$ cat src/modular_exponentiation_defines.svh
// Assertion macros shared by the modular exponentiation RTL.
`ifndef MODULAR_EXPONENTIATION_DEFINES_SVH
`define MODULAR_EXPONENTIATION_DEFINES_SVH

`ifndef SYNTH

// Same-cycle implication, disabled while reset is asserted.
`define MEXP_ASSERT_IMP(label, clk, rst_n, ante, cons) \
    label: assert property (@(posedge clk) disable iff (!(rst_n)) (ante) |-> (cons)) \
        else $error("modular exponentiation assertion failed");

// Next-cycle implication, disabled while reset is asserted.
`define MEXP_ASSERT_NEXT(label, clk, rst_n, ante, cons) \
    label: assert property (@(posedge clk) disable iff (!(rst_n)) (ante) |=> (cons)) \
        else $error("modular exponentiation assertion failed");

`else

`define MEXP_ASSERT_IMP(label, clk, rst_n, ante, cons)
`define MEXP_ASSERT_NEXT(label, clk, rst_n, ante, cons)

`endif

`endif

$ cat src/mexp_pkg.sv
// Types and constants of the modular exponentiation block.
package mexp_pkg;

    // Fixed field widths of the stream and configuration ports.
    localparam int FIELD_W   = 32;
    localparam int CFG_IDX_W = 1;

    // Configuration register indexes.
    localparam logic [CFG_IDX_W-1:0] REG_MODULUS   = 1'b0;
    localparam logic [CFG_IDX_W-1:0] REG_GENERATOR = 1'b1;

    // Register reset values.
    localparam logic [FIELD_W-1:0] MODULUS_RESET   = 32'd23;
    localparam logic [FIELD_W-1:0] GENERATOR_RESET = 32'd5;

    // Operation codes carried in tuser.
    localparam logic OP_GENERATOR = 1'b0;
    localparam logic OP_BASE      = 1'b1;

    // Sequencer states.
    typedef enum logic [2:0] {
        S_IDLE,
        S_REDUCE,
        S_DISPATCH,
        S_MUL,
        S_SQR,
        S_DONE
    } t_state;

endpackage

$ cat src/modular_exponentiation.sv
// Modular exponentiation by right-to-left square-and-multiply on one shared modular adder.
//
// Input channel (s_axis): tdata carries base_value in bits 31:0 and the exponent in
// bits 63:32; tuser bit 0 is the opcode (0 takes the configured generator as base,
// 1 takes base_value). Output channel (m_axis): tdata carries the 32-bit result.
// Configuration: i_cfg_we writes i_cfg_data into register i_cfg_index (0 modulus,
// 1 generator); a write applies to items accepted later, and an item in work keeps
// the values it started with.
//
// One item is in work at a time; o_s_axis_tready is high only while the sequencer
// waits for work. All arithmetic runs through a single add-and-reduce unit that
// performs one modular doubling or one modular addition per cycle. A modular
// multiply doubles once per multiplier bit and adds once per set multiplier bit.
// An item runs the base reduction, one squaring per exponent bit below the top
// set bit and one multiply per set exponent bit, with a dispatch step after each
// operation, plus the accept and hand-off steps.
// A zero exponent, or a modulus below two, skips the arithmetic and goes from
// acceptance straight to the hand-off.
//
// Reset loads the modulus with 23 and the generator with 5 and empties the output
// register. A finished result waits in the output register while the receiver
// stalls; the next item is accepted meanwhile, and its result is held back until
// the previous one has been taken.
`include "modular_exponentiation_defines.svh"

module modular_exponentiation #(
    parameter int WIDTH = 32
) (
    input  logic                                i_clk,
    input  logic                                i_rst_n,
    // Input stream.
    input  logic                                i_s_axis_tvalid,
    output logic                                o_s_axis_tready,
    input  logic [2*mexp_pkg::FIELD_W-1:0]      i_s_axis_tdata,  // base_value, exponent
    input  logic [0:0]                          i_s_axis_tuser,  // opcode
    // Output stream.
    output logic                                o_m_axis_tvalid,
    input  logic                                i_m_axis_tready,
    output logic [mexp_pkg::FIELD_W-1:0]        o_m_axis_tdata,  // result
    // Configuration write port.
    input  logic                                i_cfg_we,
    input  logic [mexp_pkg::CFG_IDX_W-1:0]      i_cfg_index,
    input  logic [mexp_pkg::FIELD_W-1:0]        i_cfg_data
);
    import mexp_pkg::*;

    localparam int CNT_W = $clog2(WIDTH);
    localparam logic [CNT_W-1:0] CNT_TOP = CNT_W'(WIDTH - 1);

    // Control registers.
    t_state               r_state, n_state;
    logic                 r_phase, n_phase;
    logic                 r_out_valid, n_out_valid;
    logic [FIELD_W-1:0]   r_modulus, n_modulus;
    logic [FIELD_W-1:0]   r_generator, n_generator;

    // Datapath registers.
    logic [WIDTH-1:0]     r_mod, n_mod;
    logic [WIDTH-1:0]     r_exp, n_exp;
    logic [WIDTH-1:0]     r_base, n_base;
    logic [WIDTH-1:0]     r_res, n_res;
    logic [WIDTH-1:0]     r_acc, n_acc;
    logic [WIDTH-1:0]     r_a, n_a;
    logic [WIDTH-1:0]     r_mplier, n_mplier;
    logic [CNT_W-1:0]     r_cnt, n_cnt;
    logic [FIELD_W-1:0]   r_out_data, n_out_data;

    // Operands of a new item, masked to the operand width.
    logic [WIDTH-1:0]     in_mod;
    logic [WIDTH-1:0]     in_exp;
    logic [WIDTH-1:0]     in_base;

    // Shared add-and-reduce unit: acc + x, folded back below the modulus.
    logic [WIDTH-1:0]     unit_x;
    logic [WIDTH:0]       unit_sum;
    logic [WIDTH:0]       unit_diff;
    logic [WIDTH-1:0]     unit_out;
    logic                 mul_done;

    assign in_mod  = WIDTH'(r_modulus);
    assign in_exp  = WIDTH'(i_s_axis_tdata[2*FIELD_W-1:FIELD_W]);
    assign in_base = (i_s_axis_tuser[0] == OP_BASE) ? WIDTH'(i_s_axis_tdata[FIELD_W-1:0])
                                                     : WIDTH'(r_generator);

    assign unit_x    = r_phase ? r_a : r_acc;
    assign unit_sum  = {1'b0, r_acc} + {1'b0, unit_x};
    assign unit_diff = unit_sum - {1'b0, r_mod};
    assign unit_out  = (unit_sum >= {1'b0, r_mod}) ? unit_diff[WIDTH-1:0]
                                                   : unit_sum[WIDTH-1:0];

    assign o_s_axis_tready = (r_state == S_IDLE);
    assign o_m_axis_tvalid = r_out_valid;
    assign o_m_axis_tdata  = r_out_data;

    // Sequencer next state and datapath updates.
    always_comb begin
        n_state     = r_state;
        n_phase     = r_phase;
        n_out_valid = r_out_valid;
        n_modulus   = r_modulus;
        n_generator = r_generator;
        n_mod       = r_mod;
        n_exp       = r_exp;
        n_base      = r_base;
        n_res       = r_res;
        n_acc       = r_acc;
        n_a         = r_a;
        n_mplier    = r_mplier;
        n_cnt       = r_cnt;
        n_out_data  = r_out_data;
        mul_done    = 1'b0;

        // The output register empties when its transaction completes.
        if (r_out_valid && i_m_axis_tready) begin
            n_out_valid = 1'b0;
        end

        // Configuration writes.
        if (i_cfg_we) begin
            unique case (i_cfg_index)
                REG_MODULUS:   n_modulus   = i_cfg_data;
                REG_GENERATOR: n_generator = i_cfg_data;
                default:       ;
            endcase
        end

        unique case (r_state)
            S_IDLE: begin
                if (i_s_axis_tvalid) begin
                    n_mod = in_mod;
                    n_exp = in_exp;
                    if (in_exp == '0) begin
                        n_res   = WIDTH'(1);
                        n_state = S_DONE;
                    end else if (in_mod <= WIDTH'(1)) begin
                        // No reduction possible, or everything reduces to zero.
                        n_res   = '0;
                        n_state = S_DONE;
                    end else begin
                        // Reduce the base as 1 * base mod m on the shared unit.
                        n_res    = WIDTH'(1);
                        n_acc    = '0;
                        n_a      = WIDTH'(1);
                        n_mplier = in_base;
                        n_cnt    = CNT_TOP;
                        n_phase  = 1'b0;
                        n_state  = S_REDUCE;
                    end
                end
            end
            S_REDUCE, S_MUL, S_SQR: begin
                // Doubling phase, then an addition phase for a set multiplier bit.
                n_acc = unit_out;
                if (!r_phase && r_mplier[WIDTH-1]) begin
                    n_phase = 1'b1;
                end else begin
                    n_phase  = 1'b0;
                    n_mplier = r_mplier << 1;
                    if (r_cnt == '0) begin
                        mul_done = 1'b1;
                    end else begin
                        n_cnt = r_cnt - CNT_W'(1);
                    end
                end
                if (mul_done) begin
                    n_state = S_DISPATCH;
                    if (r_state == S_MUL) begin
                        n_res    = unit_out;
                        n_exp[0] = 1'b0;
                    end else if (r_state == S_SQR) begin
                        n_base = unit_out;
                        n_exp  = r_exp >> 1;
                    end else begin
                        n_base = unit_out;
                    end
                end
            end
            S_DISPATCH: begin
                // Finish on a zero exponent; else multiply in a set low exponent bit, else square the base.
                if (r_exp == '0) begin
                    n_state = S_DONE;
                end else begin
                    n_acc   = '0;
                    n_cnt   = CNT_TOP;
                    n_phase = 1'b0;
                    n_a     = r_base;
                    if (r_exp[0]) begin
                        n_mplier = r_res;
                        n_state  = S_MUL;
                    end else begin
                        n_mplier = r_base;
                        n_state  = S_SQR;
                    end
                end
            end
            S_DONE: begin
                // Hand the result over once the output register is free.
                if (!r_out_valid || i_m_axis_tready) begin
                    n_out_valid = 1'b1;
                    n_out_data  = FIELD_W'(r_res);
                    n_state     = S_IDLE;
                end
            end
            default: begin
                n_state = S_IDLE;
            end
        endcase
    end

    // Control registers with reset.
    always_ff @(posedge i_clk) begin
        if (!i_rst_n) begin
            r_state     <= S_IDLE;
            r_phase     <= 1'b0;
            r_out_valid <= 1'b0;
            r_modulus   <= MODULUS_RESET;
            r_generator <= GENERATOR_RESET;
        end else begin
            r_state     <= n_state;
            r_phase     <= n_phase;
            r_out_valid <= n_out_valid;
            r_modulus   <= n_modulus;
            r_generator <= n_generator;
        end
    end

    // Datapath registers.
    always_ff @(posedge i_clk) begin
        r_mod      <= n_mod;
        r_exp      <= n_exp;
        r_base     <= n_base;
        r_res      <= n_res;
        r_acc      <= n_acc;
        r_a        <= n_a;
        r_mplier   <= n_mplier;
        r_cnt      <= n_cnt;
        r_out_data <= n_out_data;
    end

    // The accumulator stays reduced while the shared unit runs.
    `MEXP_ASSERT_IMP(a_acc_reduced, i_clk, i_rst_n, (r_state == S_REDUCE || r_state == S_MUL || r_state == S_SQR), (r_acc < r_mod))
    // Base and partial result stay reduced between operations.
    `MEXP_ASSERT_IMP(a_operands_reduced, i_clk, i_rst_n, (r_state == S_DISPATCH), (r_base < r_mod && r_res < r_mod))
    // The addition phase only follows a set multiplier bit.
    `MEXP_ASSERT_IMP(a_add_phase_bit, i_clk, i_rst_n, r_phase, r_mplier[WIDTH-1])
    // An accepted item always leaves the idle state.
    `MEXP_ASSERT_NEXT(a_accept_starts, i_clk, i_rst_n, (i_s_axis_tvalid && o_s_axis_tready), (r_state != S_IDLE))

endmodule
$ cat config.mk
export PLATFORM = sky130hd
export DESIGN_NAME = modular_exponentiation
export DESIGN_NICKNAME = d
export VERILOG_FILES = /design/src/mexp_pkg.sv /design/src/modular_exponentiation.sv
export VERILOG_INCLUDE_DIRS = /design/src /design/src/src
export SDC_FILE = /design/constraint.sdc
export NUM_CORES = 1
export LEC_CHECK = 0
export BUFFER_PORTS_ARGS = -buffer_cell sky130_fd_sc_hd__buf_2
export CAP_MARGIN = 20
export CORE_UTILIZATION = 50
export CTS_CLUSTER_DIAMETER = 80
export CTS_CLUSTER_SIZE = 12
export DETAILED_ROUTE_END_ITERATION = 8
export HOLD_SLACK_MARGIN = 0.1
export PLACE_DENSITY_LB_ADDON = 0.08
export SLEW_MARGIN = 0
export SYNTH_ARGS = -nofsm -noshare
export SYNTH_HDL_FRONTEND = slang
export SYNTH_SLANG_ARGS = --single-unit
$ cat constraint.sdc
create_clock -name i_clk -period 7.15 [get_ports i_clk]
set_clock_uncertainty 0.2 [all_clocks]
set_input_delay 0.3575 -clock i_clk [delete_from_list [all_inputs] [get_ports i_clk]]
set_output_delay 0.3575 -clock i_clk [all_outputs]
set_load 0.05 [all_outputs]
After elaboration in Yosys (flattened, before gate mapping) --
Index checks and enable logic that the tools add are counted.
Storage, ports and cells: flip-flop bits (word level) 330, input port bits 103, output and inout bits 34, logic and storage cells 124
Cells by class: $add $sub $neg 3, order comparisons 2, equal/unequal tests 17, muxes and demuxes 59, bitwise operators 2, reduce and logical (&&, ||, !) cells 26
Operators by type and width (count):
- $mux W32 | 23
- $pmux W32 S2 | 3
- $pmux W32 S3 | 2
- $logic_not A32 Y1 | 2
- $add A32 B32 Y33 | 1
- $ge A33 B32 Y1 | 1
- $le A32 B1 Y1 const B | 1
- $sub A32 B32 Y32 | 1
- $mux W31 | 1
- $mux W5 | 6
- $ne A2 B2 Y1 const B | 11
- $mux W3 | 7
- $pmux W5 S3 | 1
- $reduce_and A5 Y1 | 3
- $mux W1 | 14
- $pmux W3 S4 | 1
- $reduce_and A2 Y1 | 4
- $reduce_and A4 Y1 | 2
- $reduce_and A7 Y1 | 1
- $eq A3 B2 Y1 const B | 2
- $eq A3 B3 Y1 const B | 2
- $reduce_and A3 Y1 | 2
- $reduce_and A6 Y1 | 1
- $logic_not A5 Y1 | 1
- other kinds (12) | 16

Longest topological paths before layout --
Gate-level depths: netlist of the first run.
word-level depth 7, depth in mapped cells 26, depth with buffers taken out 22

Least setup slack after synthesis of the first run --
No wires, ideal clock.
path type flip-flop to flip-flop, from register r_phase, to register r_acc[11] (data pin), library setup time 0.274 ns, arrival 5.094 ns, required time 6.676 ns, path slack 1.583 ns, stages on the path, launching flop included 22, path buffers 4, period minus slack after synthesis 5.567 ns, path through dfxtp_1 > clkbuf_1 > clkbuf_1 > mux2_2 > ha_1 > clkbuf_1 > nand3_1 > or2_1 > and3b_1 > o31a_1 > o21ai_0 > xor2_1 > ha_1 > a21oi_1 > o21ai_0 > a311o_1 > a311oi_1 > and3_1 > nand4_2 > clkbuf_1 > o21ai_0 > a21oi_1
Between the ends: longest elaborated chain between the ends 5, elaborated cells on any way between the ends 6, classes of those cells 2 x add/sub; 1 x order compare; 3 x mux
RTL lines:
- start: declaration | line modular_exponentiation.sv:52 | logic r_phase, n_phase;
- start signal: assignment | line modular_exponentiation.sv:220 | r_phase <= n_phase;
- $mux W32 (*) | line modular_exponentiation.sv:85 | assign unit_x = r_phase ? r_a : r_acc;
- $add A32 B32 Y33 (*) | line modular_exponentiation.sv:86 | assign unit_sum = {1'b0, r_acc} + {1'b0, unit_x};
- $sub A32 B32 Y32 / $ge A33 B32 Y1 (equally long branches) | line modular_exponentiation.sv:87, modular_exponentiation.sv:88
- $mux W32 (*) | line modular_exponentiation.sv:88 | assign unit_out = (unit_sum >= {1'b0, r_mod}) ? unit_diff[WIDTH-1:0]
- $pmux W32 S3 (*) | line modular_exponentiation.sv:127 | unique case (r_state)
- end signal: assignment | line modular_exponentiation.sv:233 | r_acc <= n_acc;
- end: declaration | line modular_exponentiation.sv:62 | logic [WIDTH-1:0] r_acc, n_acc;
Mark *: on every way between the ends. The rest lies on a longest branch, timed or not. A chain may end at the register's enable or synchronous reset.

Worst setup path after layout of the first run --
from register r_phase, to register r_res[30] (data pin)
Between the ends: longest elaborated chain between the ends 7, elaborated cells on any way between the ends 8, classes of those cells 2 x add/sub; 1 x order compare; 5 x mux
RTL lines:
- $mux W32 (*) | line modular_exponentiation.sv:85
- $add A32 B32 Y33 (*) | line modular_exponentiation.sv:86
- $sub A32 B32 Y32 / $ge A33 B32 Y1 (equally long branches) | line modular_exponentiation.sv:87, modular_exponentiation.sv:88
- $mux W32 (*) | line modular_exponentiation.sv:88
- $mux W32 (*) | line modular_exponentiation.sv:167 | if (r_state == S_MUL) begin
- $mux W32 (*) | line modular_exponentiation.sv:165 | if (mul_done) begin
- $pmux W32 S2 (*) | line modular_exponentiation.sv:127
- end signal: assignment | line modular_exponentiation.sv:232 | r_res <= n_res;
- end: declaration | line modular_exponentiation.sv:61 | logic [WIDTH-1:0] r_res, n_res;
Mark *: on every way between the ends. The rest lies on a longest branch, timed or not. The select of a mux whose other input is x is not followed.

==> flow_summary.ini, run 1 <==
[global_routing]
grt_max_degree = 73
grt_util_all_layers_pct = 27.2
grt.busiest_layer = met2
grt_pass1_vias = 13198
grt_pass1_wl_um = 74900
overflow = 0
grtUsageMet3_pct = 2.76
antenna_found_initial = 2
grt_use_met1_pct = 41.5
met2_usage_pct = 42.3

[drt]
wl_per_cell_um = 20.5
wirelength_um = 48700
antenna_left = 0
drc_errors = 0
drt_pass1_iterations = 7
drt_iter0_drc = 1202
vias = 13772
post_drt_via_cell_ratio = 5.78

[floorplanning]
die_h_um = 189
num_io_pins = 137
num_rows = 68
dieArea_um2 = 35600
die_x_um = 189
start_util_pct = 50.6
core-area_um2 = 34500

[run]
drv_cap = 0

[logic_synthesis]
synth_area_per_cell_um2 = 10.3
ys_types = 65
synth_seq_area_share_pct = 52.9
yosys_register_bits = 330
netlist_instances = 1698
synthArstFlopShare_pct = 0
yosysWarningCount = 0
synth-edff-count = 261
synth_nets = 1868
syn_area_um2 = 17400
ys.flop_type = edfxtp_1

[clock_tree]
cts_sinks = 330
postCtsSetupBuffers = 0
holdBufCountCts = 97
numCtsBuffers = 31
cts_tree = built
htreeDepth = 1
cts.repair.resized = 0
insertion_delay_ns = 0.58
clk_path_buf_depth = 3
root_buffer = clkbuf_16
clkTransAtPathRegs_ns = 0.06

[final_layout]
final_layout_size_suffix_gt1_share_pct = 12.8
num-nets-final = 2073
fillers = 2937
syn_to_final_growth_pct = 17.7
fin_util_pct = 59.6
diodes = 0

[sta]
rsz0062_at_grt = no
fin_tns_setup_ns = 0
hold_violations = 0
finalCritPeriodShare_pct = 93.5
fmax_mhz = 150
min_period_ns = 6.68
drv_slew = 0
setup_viol = 0
tightest_slew_ns = 0.994
relSlewSlack_pct = 33.7

[setup_path]
critPathLaunchType = register
cpLargestDelayFamily = compound AO/OA/AOI/OAI gates
critPathKind = reg -> reg
cp_cell_sequence = buf_4 > mux2_2 > ha_1 > a21oi_1 > o21ai_0 > a2111o_1 > o31ai_1 > a31oi_1 > mux2_2 > nor4b_1 > ha_1 > a21o_1 > a21o_1 > a21oi_1 > o221ai_1 > nand2_1 > and4_1 > buf_4 > a21boi_1 > a211oi_1
cp_max_fo = 24
arrival_ns = 6.85
required_ns = 7.31
critPathMaxStageDelay_ns = 0.63
critPathSlowestCell = and4_1
path_buf_inv = 2
reg2reg_from = r_phase
critical_path.startpoint = r_phase
cp-end-kind = register

[placed_design]
gp_congestion = 0.943
io_buffers = 136
hpwlAfterDp_um = 34000

[status]
outcome = finished clean

[worst_hold_path]
min_path_type = in -> reg
hp-start = i_cfg_index
per-stage QoR:
| stage | setup slack, ns | cells | instance area, µm² | hold WS [ns] |
|---|---|---|---|---|
| 2_1_floorplan | 1.58 | 1698 | 17400 | 0.208 |
| 3_3_place_gp | 0.829 | 2223 | 18600 | 0.225 |
| 3_5_place_dp | 0.651 | 2225 | 18600 | 0.223 |
| 4_1_cts | 0.605 | 2379 | 20500 | 0.101 |
| 5_1_grt | 0.0114 | 2382 | 20500 | 0.128 |
| 6_report | 0.466 | 2382 | 20500 | 0.0779 |
layer usage:
| metal | vias to the layer above | wire length (µm) |
|---|---|---|
| met2 | 458 | 21700 |
| met4 | 0 | 723 |
| met1 | 6627 | 23100 |
| met3 | 59 | 3240 |
| met5 | - | 0 |
| li1 | 6628 | - |
sequential cells by signal (all words and copies together), names as in the netlist, 32 cells and up:
signal	flops
in_mod	32
o_m_axis_tdata	32
r_a	32
r_acc	32
r_base	32
r_exp	32
r_generator	32
r_mod	32
r_mplier	32
r_res	32
synth_stat cells (3+ instances only):
library cell / instances / area share, %
a211o_1: 3 / 0.15
a211oi_1: 14 / 0.60
a21boi_0: 61 / 2.6
a21o_1: 28 / 1.2
a21oi_1: 104 / 3.0
a311oi_1: 3 / 0.15
a31oi_1: 6 / 0.22
and2_1: 6 / 0.22
and3_1: 43 / 1.5
and4_1: 3 / 0.15
buf_6: 4 / 0.26
clkbuf_1: 80 / 1.7
dfxtp_1: 69 / 7.9
edfxtp_1: 261 / 45
ha_1: 65 / 4.7
inv_1: 57 / 1.2
mux2_2: 33 / 2.1
mux2i_1: 66 / 3.8
nand2_1: 357 / 7.7
nand2b_1: 7 / 0.25
nand3_1: 61 / 1.8
nand3b_1: 4 / 0.17
nand4_1: 17 / 0.61
nor2_1: 48 / 1.0
nor2b_1: 14 / 0.50
nor3_1: 30 / 0.86
nor4_1: 29 / 1.0
o211a_1: 4 / 0.23
o211ai_1: 9 / 0.39
o21a_1: 14 / 0.60
o21ai_0: 58 / 1.7
o21ai_1: 7 / 0.20
o21bai_1: 5 / 0.22
o221ai_1: 32 / 1.6
o31ai_1: 3 / 0.13
or3_1: 4 / 0.14
xnor2_1: 34 / 1.7
xor2_1: 18 / 0.90
tightest hold or removal path, stage by stage:
cell and delay (ns):
buf_2 0.11, nand2_1 0.16, nand2_1 0.11, a21boi_0 0.06
kinds of logic after synthesis:
logic type	share of synthesized area, %
AOI/OAI and AO/OA	13.7
adders and majority gates	4.89
muxes	5.92
xor gates and xnor gates	2.61
DFF	52.9
and+or+nand+nor	16.6
buffers and inverters	3.37
path summary, 6_finish.rpt:
check                                        to  slack (ns)  depth (start not counted)
worst max-delay path                  r_res[30]        0.47                         20
worst min-delay path            r_generator[18]        0.08                          4
worst min register to register         r_mod[0]        0.24                          0
worst max register to register        r_res[30]        0.47                         20
final cells by class:
cell class	count	area (µm²)	area share, %
Multi-Input combinational cell	1221	7710	37.6
Sequential cell	330	9220	44.9
Clock buffer	55	876	4.27
Timing Repair Buffer	261	1920	9.35
Clock inverter	2	13.8	0.0671
Inverter	58	218	1.06
Tap cell	455	569	2.77
cell usage in the layout (no fill, tap or decap), drive strengths merged, types with 4 or more instances in the layout:
master       instances
nand2              357
a21oi              104
o221ai              32
o211ai               9
nor4                29
o211a                4
ha                  65
a21boi              62
o21ai               65
dfxtp               69
a21o                28
a31oi                6
inv                 58
dlygate4sd3         98
mux2                33
nand2b               7
edfxtp             261
xnor2               34
mux2i               66
a211oi              14
xor2                18
nand3               62
and3                43
o21bai               5
and2                 6
nand4               18
nand3b               4
nor3                30
clkbuf              55
or3                  4
buf                163
o21a                14
nor2                48
nor2b               14
Power of run 1 is not shown: default switching activity piles up to over one toggle a cycle in this logic, so the estimate is an artifact.
==> inputs of run 2 (changes only) <==
Settings changed: CORE_UTILIZATION 50 to 45.
==> run 2 against run 1 <==
Net effect: core utilization down 5.0 points; register-to-register slack lost 0.04 ns; worst hold slack better by 0.0054 ns; global-route usage fell by 1.3 points; critical path type unchanged; die area increased by 11%; critical path depth did not move; sequential cell count stayed put; cell count rose by 2.2%; wire length is 3.9% higher; via count rose by 0.70%.
==> flow_summary.ini, run 2 (synthesis gave the netlist of run 1 again) <==
[floorplanning]
die_x_um = 199
num_io_pins = 137
core-area_um2 = 37900
start_util_pct = 46.0
die_h_um = 199
num_rows = 71
dieArea_um2 = 39600

[setup_path]
cp-end-kind = register
critical_path.startpoint = r_phase
critPathLaunchType = register
critPathKind = reg -> reg
critPathMaxStageDelay_ns = 0.59
path_buf_inv = 2
cpLargestDelayFamily = compound AO/OA/AOI/OAI gates
reg2reg_setup_slack_ns = 0.42
cp_cell_sequence = buf_4 > mux2_2 > ha_1 > a21oi_1 > o21ai_0 > a2111o_1 > o31ai_1 > a31oi_1 > mux2_2 > nor4b_2 > ha_1 > a21o_1 > a21o_1 > a21oi_1 > o221ai_1 > nand2_1 > and4_1 > buf_4 > a21oi_1 > nor3_1
cp_max_fo = 25
reg2reg_from = r_phase
required_ns = 7.28
critPathSlowestCell = and4_1
path_common_cell = a21oi_1
arrival_ns = 6.86

[drt]
drc_errors = 0
drt_iter0_drc = 1084
antenna_left = 0
post_drt_via_cell_ratio = 5.70
vias = 13869
wl_per_cell_um = 20.8
drt_pass1_iterations = 6
wirelength_um = 50600

[global_routing]
grtUsageMet3_pct = 4.05
grt.busiest_layer = met2
grt_max_degree = 70
grt_pass1_vias = 13250
met2_usage_pct = 38.7
antenna_found_initial = 2
grt_util_all_layers_pct = 26.0
overflow = 0
grt_pass1_wl_um = 76900
grt_use_met1_pct = 38.6

[clock_tree]
numCtsBuffers = 34
cts_sinks = 330
insertion_delay_ns = 0.55
cts_tree = built
htreeDepth = 2
postCtsSetupBuffers = 0
clk_path_buf_depth = 3
root_buffer = clkbuf_16
clkTransAtPathRegs_ns = 0.06

[sta]
setup_viol = 0
finalCritPeriodShare_pct = 94.1
fin_tns_setup_ns = 0
relSlewSlack_pct = 34.1
fmax_mhz = 149
min_period_ns = 6.73
tightest_slew_ns = 0.989
drv_slew = 0
rsz0062_at_grt = no
hold_violations = 0

[final_layout]
final_layout_size_suffix_gt1_share_pct = 13.2
final_cell_mix = nand2_1, edfxtp_1, buf_2, a21oi_1, dlygate4sd3_1
layout_commonest_cell = nand2_1
diodes = 0
num-nets-final = 2075
fillers = 3348
syn_to_final_growth_pct = 18.7

[placed_design]
io_buffers = 136
hpwlAfterDp_um = 35000
gp_congestion = 0.915

[run]
drv_cap = 0

[worst_hold_path]
hp-start = i_rst_n
min_path_type = in -> reg

[status]
outcome = finished clean
run 2: cell types whose count changed in the layout (fill, tap and decap cells not counted), moves of 2 or more:
cell and delta:
clkinv_2 +2, clkbuf_16 +4, clkinv_8 +2, buf_4 -2, clkbuf_1 -10
run 2: final cells by class:
type | count | area, µm² | area share (%)
sequential | 330 | 9220 | 44.5
multi-input combinational | 1221 | 7720 | 37.3
timing repair buffer | 260 | 1920 | 9.27
clock buffer | 49 | 932 | 4.50
tap | 511 | 639 | 3.09
inverter | 58 | 218 | 1.05
clock inverter | 6 | 56.3 | 0.272
run 2: what timing repair did:
| item | CTS | global route |
|---|---|---|
| resized for setup | 0 | 1 |
| hold endpoints to repair | 129 | 0 |
| hold buffers | 99 | 0 |
| endpoints found under the setup margin | 0 | 6 |
run 2: final timing paths:
kind                                  end  depth (start not counted)
worst max-delay path             r_res[9]                         20
worst max register to register   r_res[9]                         20
worst min register to register   r_mod[0]                          0
worst min-delay path            in_mod[2]                          2
run 2: layer usage:
| layer | vias to the layer above | share of wire (%) |
|---|---|---|
| li1 | 6632 | - |
| met2 | 461 | 44 |
| met3 | 70 | 6.3 |
| met5 | - | 0.014 |
| met4 | 2 | 1.9 |
| met1 | 6704 | 48 |
run 2: worst reg2reg max path, delay by kind of cell, from the launching register on:
kind	cells	cell delay [ns]
flops	1	0.33
compound gates	10	2.10
fa+ha+maj	2	0.79
mux	2	0.81
buf+inv	2	0.80
simple gates	4	1.47
run 2: through the flow:
stage / instances / worst slack [ns] / instance area [µm²] / utilization [%] / hold WS, ns
after global placement: 2277 / 0.539 / 18600 / 49.1 / 0.219
after floorplan: 1698 / 1.58 / 17400 / - / 0.208
after global routing: 2435 / 0.0297 / 20700 / 54.6 / 0.102
after detailed placement: 2279 / 0.395 / 18700 / 49.2 / 0.222
final: 2435 / 0.425 / 20700 / 54.6 / 0.0833
after CTS: 2433 / 0.349 / 20600 / 54.4 / 0.141
Power of run 2 is left out for the same reason.
==> inputs of run 3 (changes only) <==
Settings changed: RECOVER_POWER set to 50.
==> run 3 against run 2 <==
Net effect: the run now ends with capacitance limit, slew limit left; worst hold slack lost 0.0015 ns; sequential cell count is the same; non-clock buffer count is the same; maximum frequency grew 0.54%; design area shrank 0.63%; core utilization shrank 0.34 points; count of clock-buffer cells in the layout is the same; global-route usage is the same; first-iteration DRC count shrank 13%; sequential share of layout area grew 0.28 points; register-to-register slack gained 0.04 ns; critical path depth is the same; largest cell class unchanged.
==> flow_summary.ini, run 3 (synthesis gave the netlist of run 1 again) <==
[status]
outcome = finished with violations
violations = capacitance limit, slew limit

[sta]
finalCritPeriodShare_pct = 93.6
rsz0062_at_grt = no
setup_viol = 0
relSlewSlack_pct = -99.7
tightest_slew_ns = 3.00
fmax_mhz = 149
fin_tns_setup_ns = 0
hold_violations = 0
min_period_ns = 6.69
drv_slew = 132

[setup_path]
critPathKind = reg -> reg
path_buf_inv = 2
cp_cell_sequence = buf_4 > mux2_2 > ha_1 > a21oi_1 > o21ai_0 > a2111o_1 > o31ai_1 > a31oi_1 > nor3_1 > a211oi_1 > ha_1 > and3_1 > a21o_1 > a311o_1 > a311oi_1 > and3_1 > and4_1 > buf_4 > a21oi_1 > nor3_1
cp-end-kind = register
cpLargestDelayFamily = compound AO/OA/AOI/OAI gates
critPathLaunchType = register
required_ns = 7.28
critPathSlowestCell = and4_1
cp_max_fo = 25
critPathMaxStageDelay_ns = 0.57
arrival_ns = 6.82

[drt]
vias = 13795
wirelength_um = 50500
drt_pass1_iterations = 7
drc_errors = 0
wl_per_cell_um = 20.7
post_drt_via_cell_ratio = 5.67
antenna_left = 0
drt_iter0_drc = 945

[floorplanning]
dieArea_um2 = 39600
start_util_pct = 46.0
core-area_um2 = 37900
num_io_pins = 137
num_rows = 71
die_x_um = 199
die_h_um = 199

[global_routing]
grt_pass1_vias = 13250
antenna_found_initial = 2
grt_pass1_wl_um = 76900
grt_util_all_layers_pct = 26.0
grt_max_degree = 70
overflow = 0

[clock_tree]
postCtsSetupBuffers = 0
clkTransAtPathRegs_ns = 0.06
htreeDepth = 2
root_buffer = clkbuf_16
cts_tree = built
insertion_delay_ns = 0.55
cts_sinks = 330
numCtsBuffers = 34
clk_path_buf_depth = 3

[final_layout]
final_layout_size_suffix_gt1_share_pct = 10.7
layout_commonest_cell = nand2_1
final_cell_mix = nand2_1, edfxtp_1, buf_2, a21oi_1, dlygate4sd3_1
syn_to_final_growth_pct = 17.9
diodes = 0
fillers = 3376
num-nets-final = 2075

[run]
drv_cap = 3

[placed_design]
gp_congestion = 0.915
io_buffers = 136
hpwlAfterDp_um = 35000

[worst_hold_path]
min_path_type = in -> reg
## run 3: changes by cell type in the layout (fill, tap and decap cells not counted), sizes merged
cell	change
buf	-44
clkbuf	+44
## run 3: final timing paths
| path | startpoint | depth (start not counted) | end | slack [ns] |
|---|---|---|---|---|
| max | r_phase | 20 | r_res[9] | 0.46 |
| min | i_rst_n | 2 | in_mod[2] | 0.08 |
| max reg2reg | r_phase | 20 | r_res[9] | 0.46 |
| min reg2reg | in_mod[0] | 0 | r_mod[0] | 0.23 |
## run 3: per-stage QoR
stage | worst slack (ns) | instances | util [%] | hold slack, ns | instance area, µm²
final | 0.461 | 2435 | 54.2 | 0.0818 | 20600
after global routing | 0.0297 | 2435 | 54.2 | 0.102 | 20600
after CTS | 0.349 | 2433 | 54.4 | 0.141 | 20600
after detailed placement | 0.395 | 2279 | 49.2 | 0.222 | 18700
after global placement | 0.539 | 2277 | 49.1 | 0.219 | 18600
after floorplan | 1.58 | 1698 | - | 0.208 | 17400
## run 3: repair_timing
action / in CTS / in global routing
gates resized for setup: 0 / 1
hold endpoints to repair: 129 / 0
hold buffers: 99 / 0
endpoints found under the setup margin: 0 / 6
## run 3: layer usage
layer / global-route usage [%] / part of all wire [%] / vias to the layer above / routed length (µm)
li1: - / - / 6624 / -
met1: 38.6 / 48 / 6645 / 24200
met2: 38.7 / 44 / 448 / 22100
met3: 4.05 / 6.5 / 76 / 3290
met4: 7.78 / 1.8 / 2 / 927
met5: 0 / 0.026 / - / 13
## run 3: final cells by class
| cell class | instances | area (µm²) | share of cell area (%) |
|---|---|---|---|
| clock buffers | 49 | 932 | 4.53 |
| clock inverters | 6 | 56.3 | 0.274 |
| inverters | 58 | 218 | 1.06 |
| multi-input cells | 1221 | 7700 | 37.4 |
| flip-flops and latches | 330 | 9220 | 44.8 |
| well taps | 511 | 639 | 3.11 |
| repair buffers | 260 | 1810 | 8.81 |
Power of run 3 is left out for the same reason.
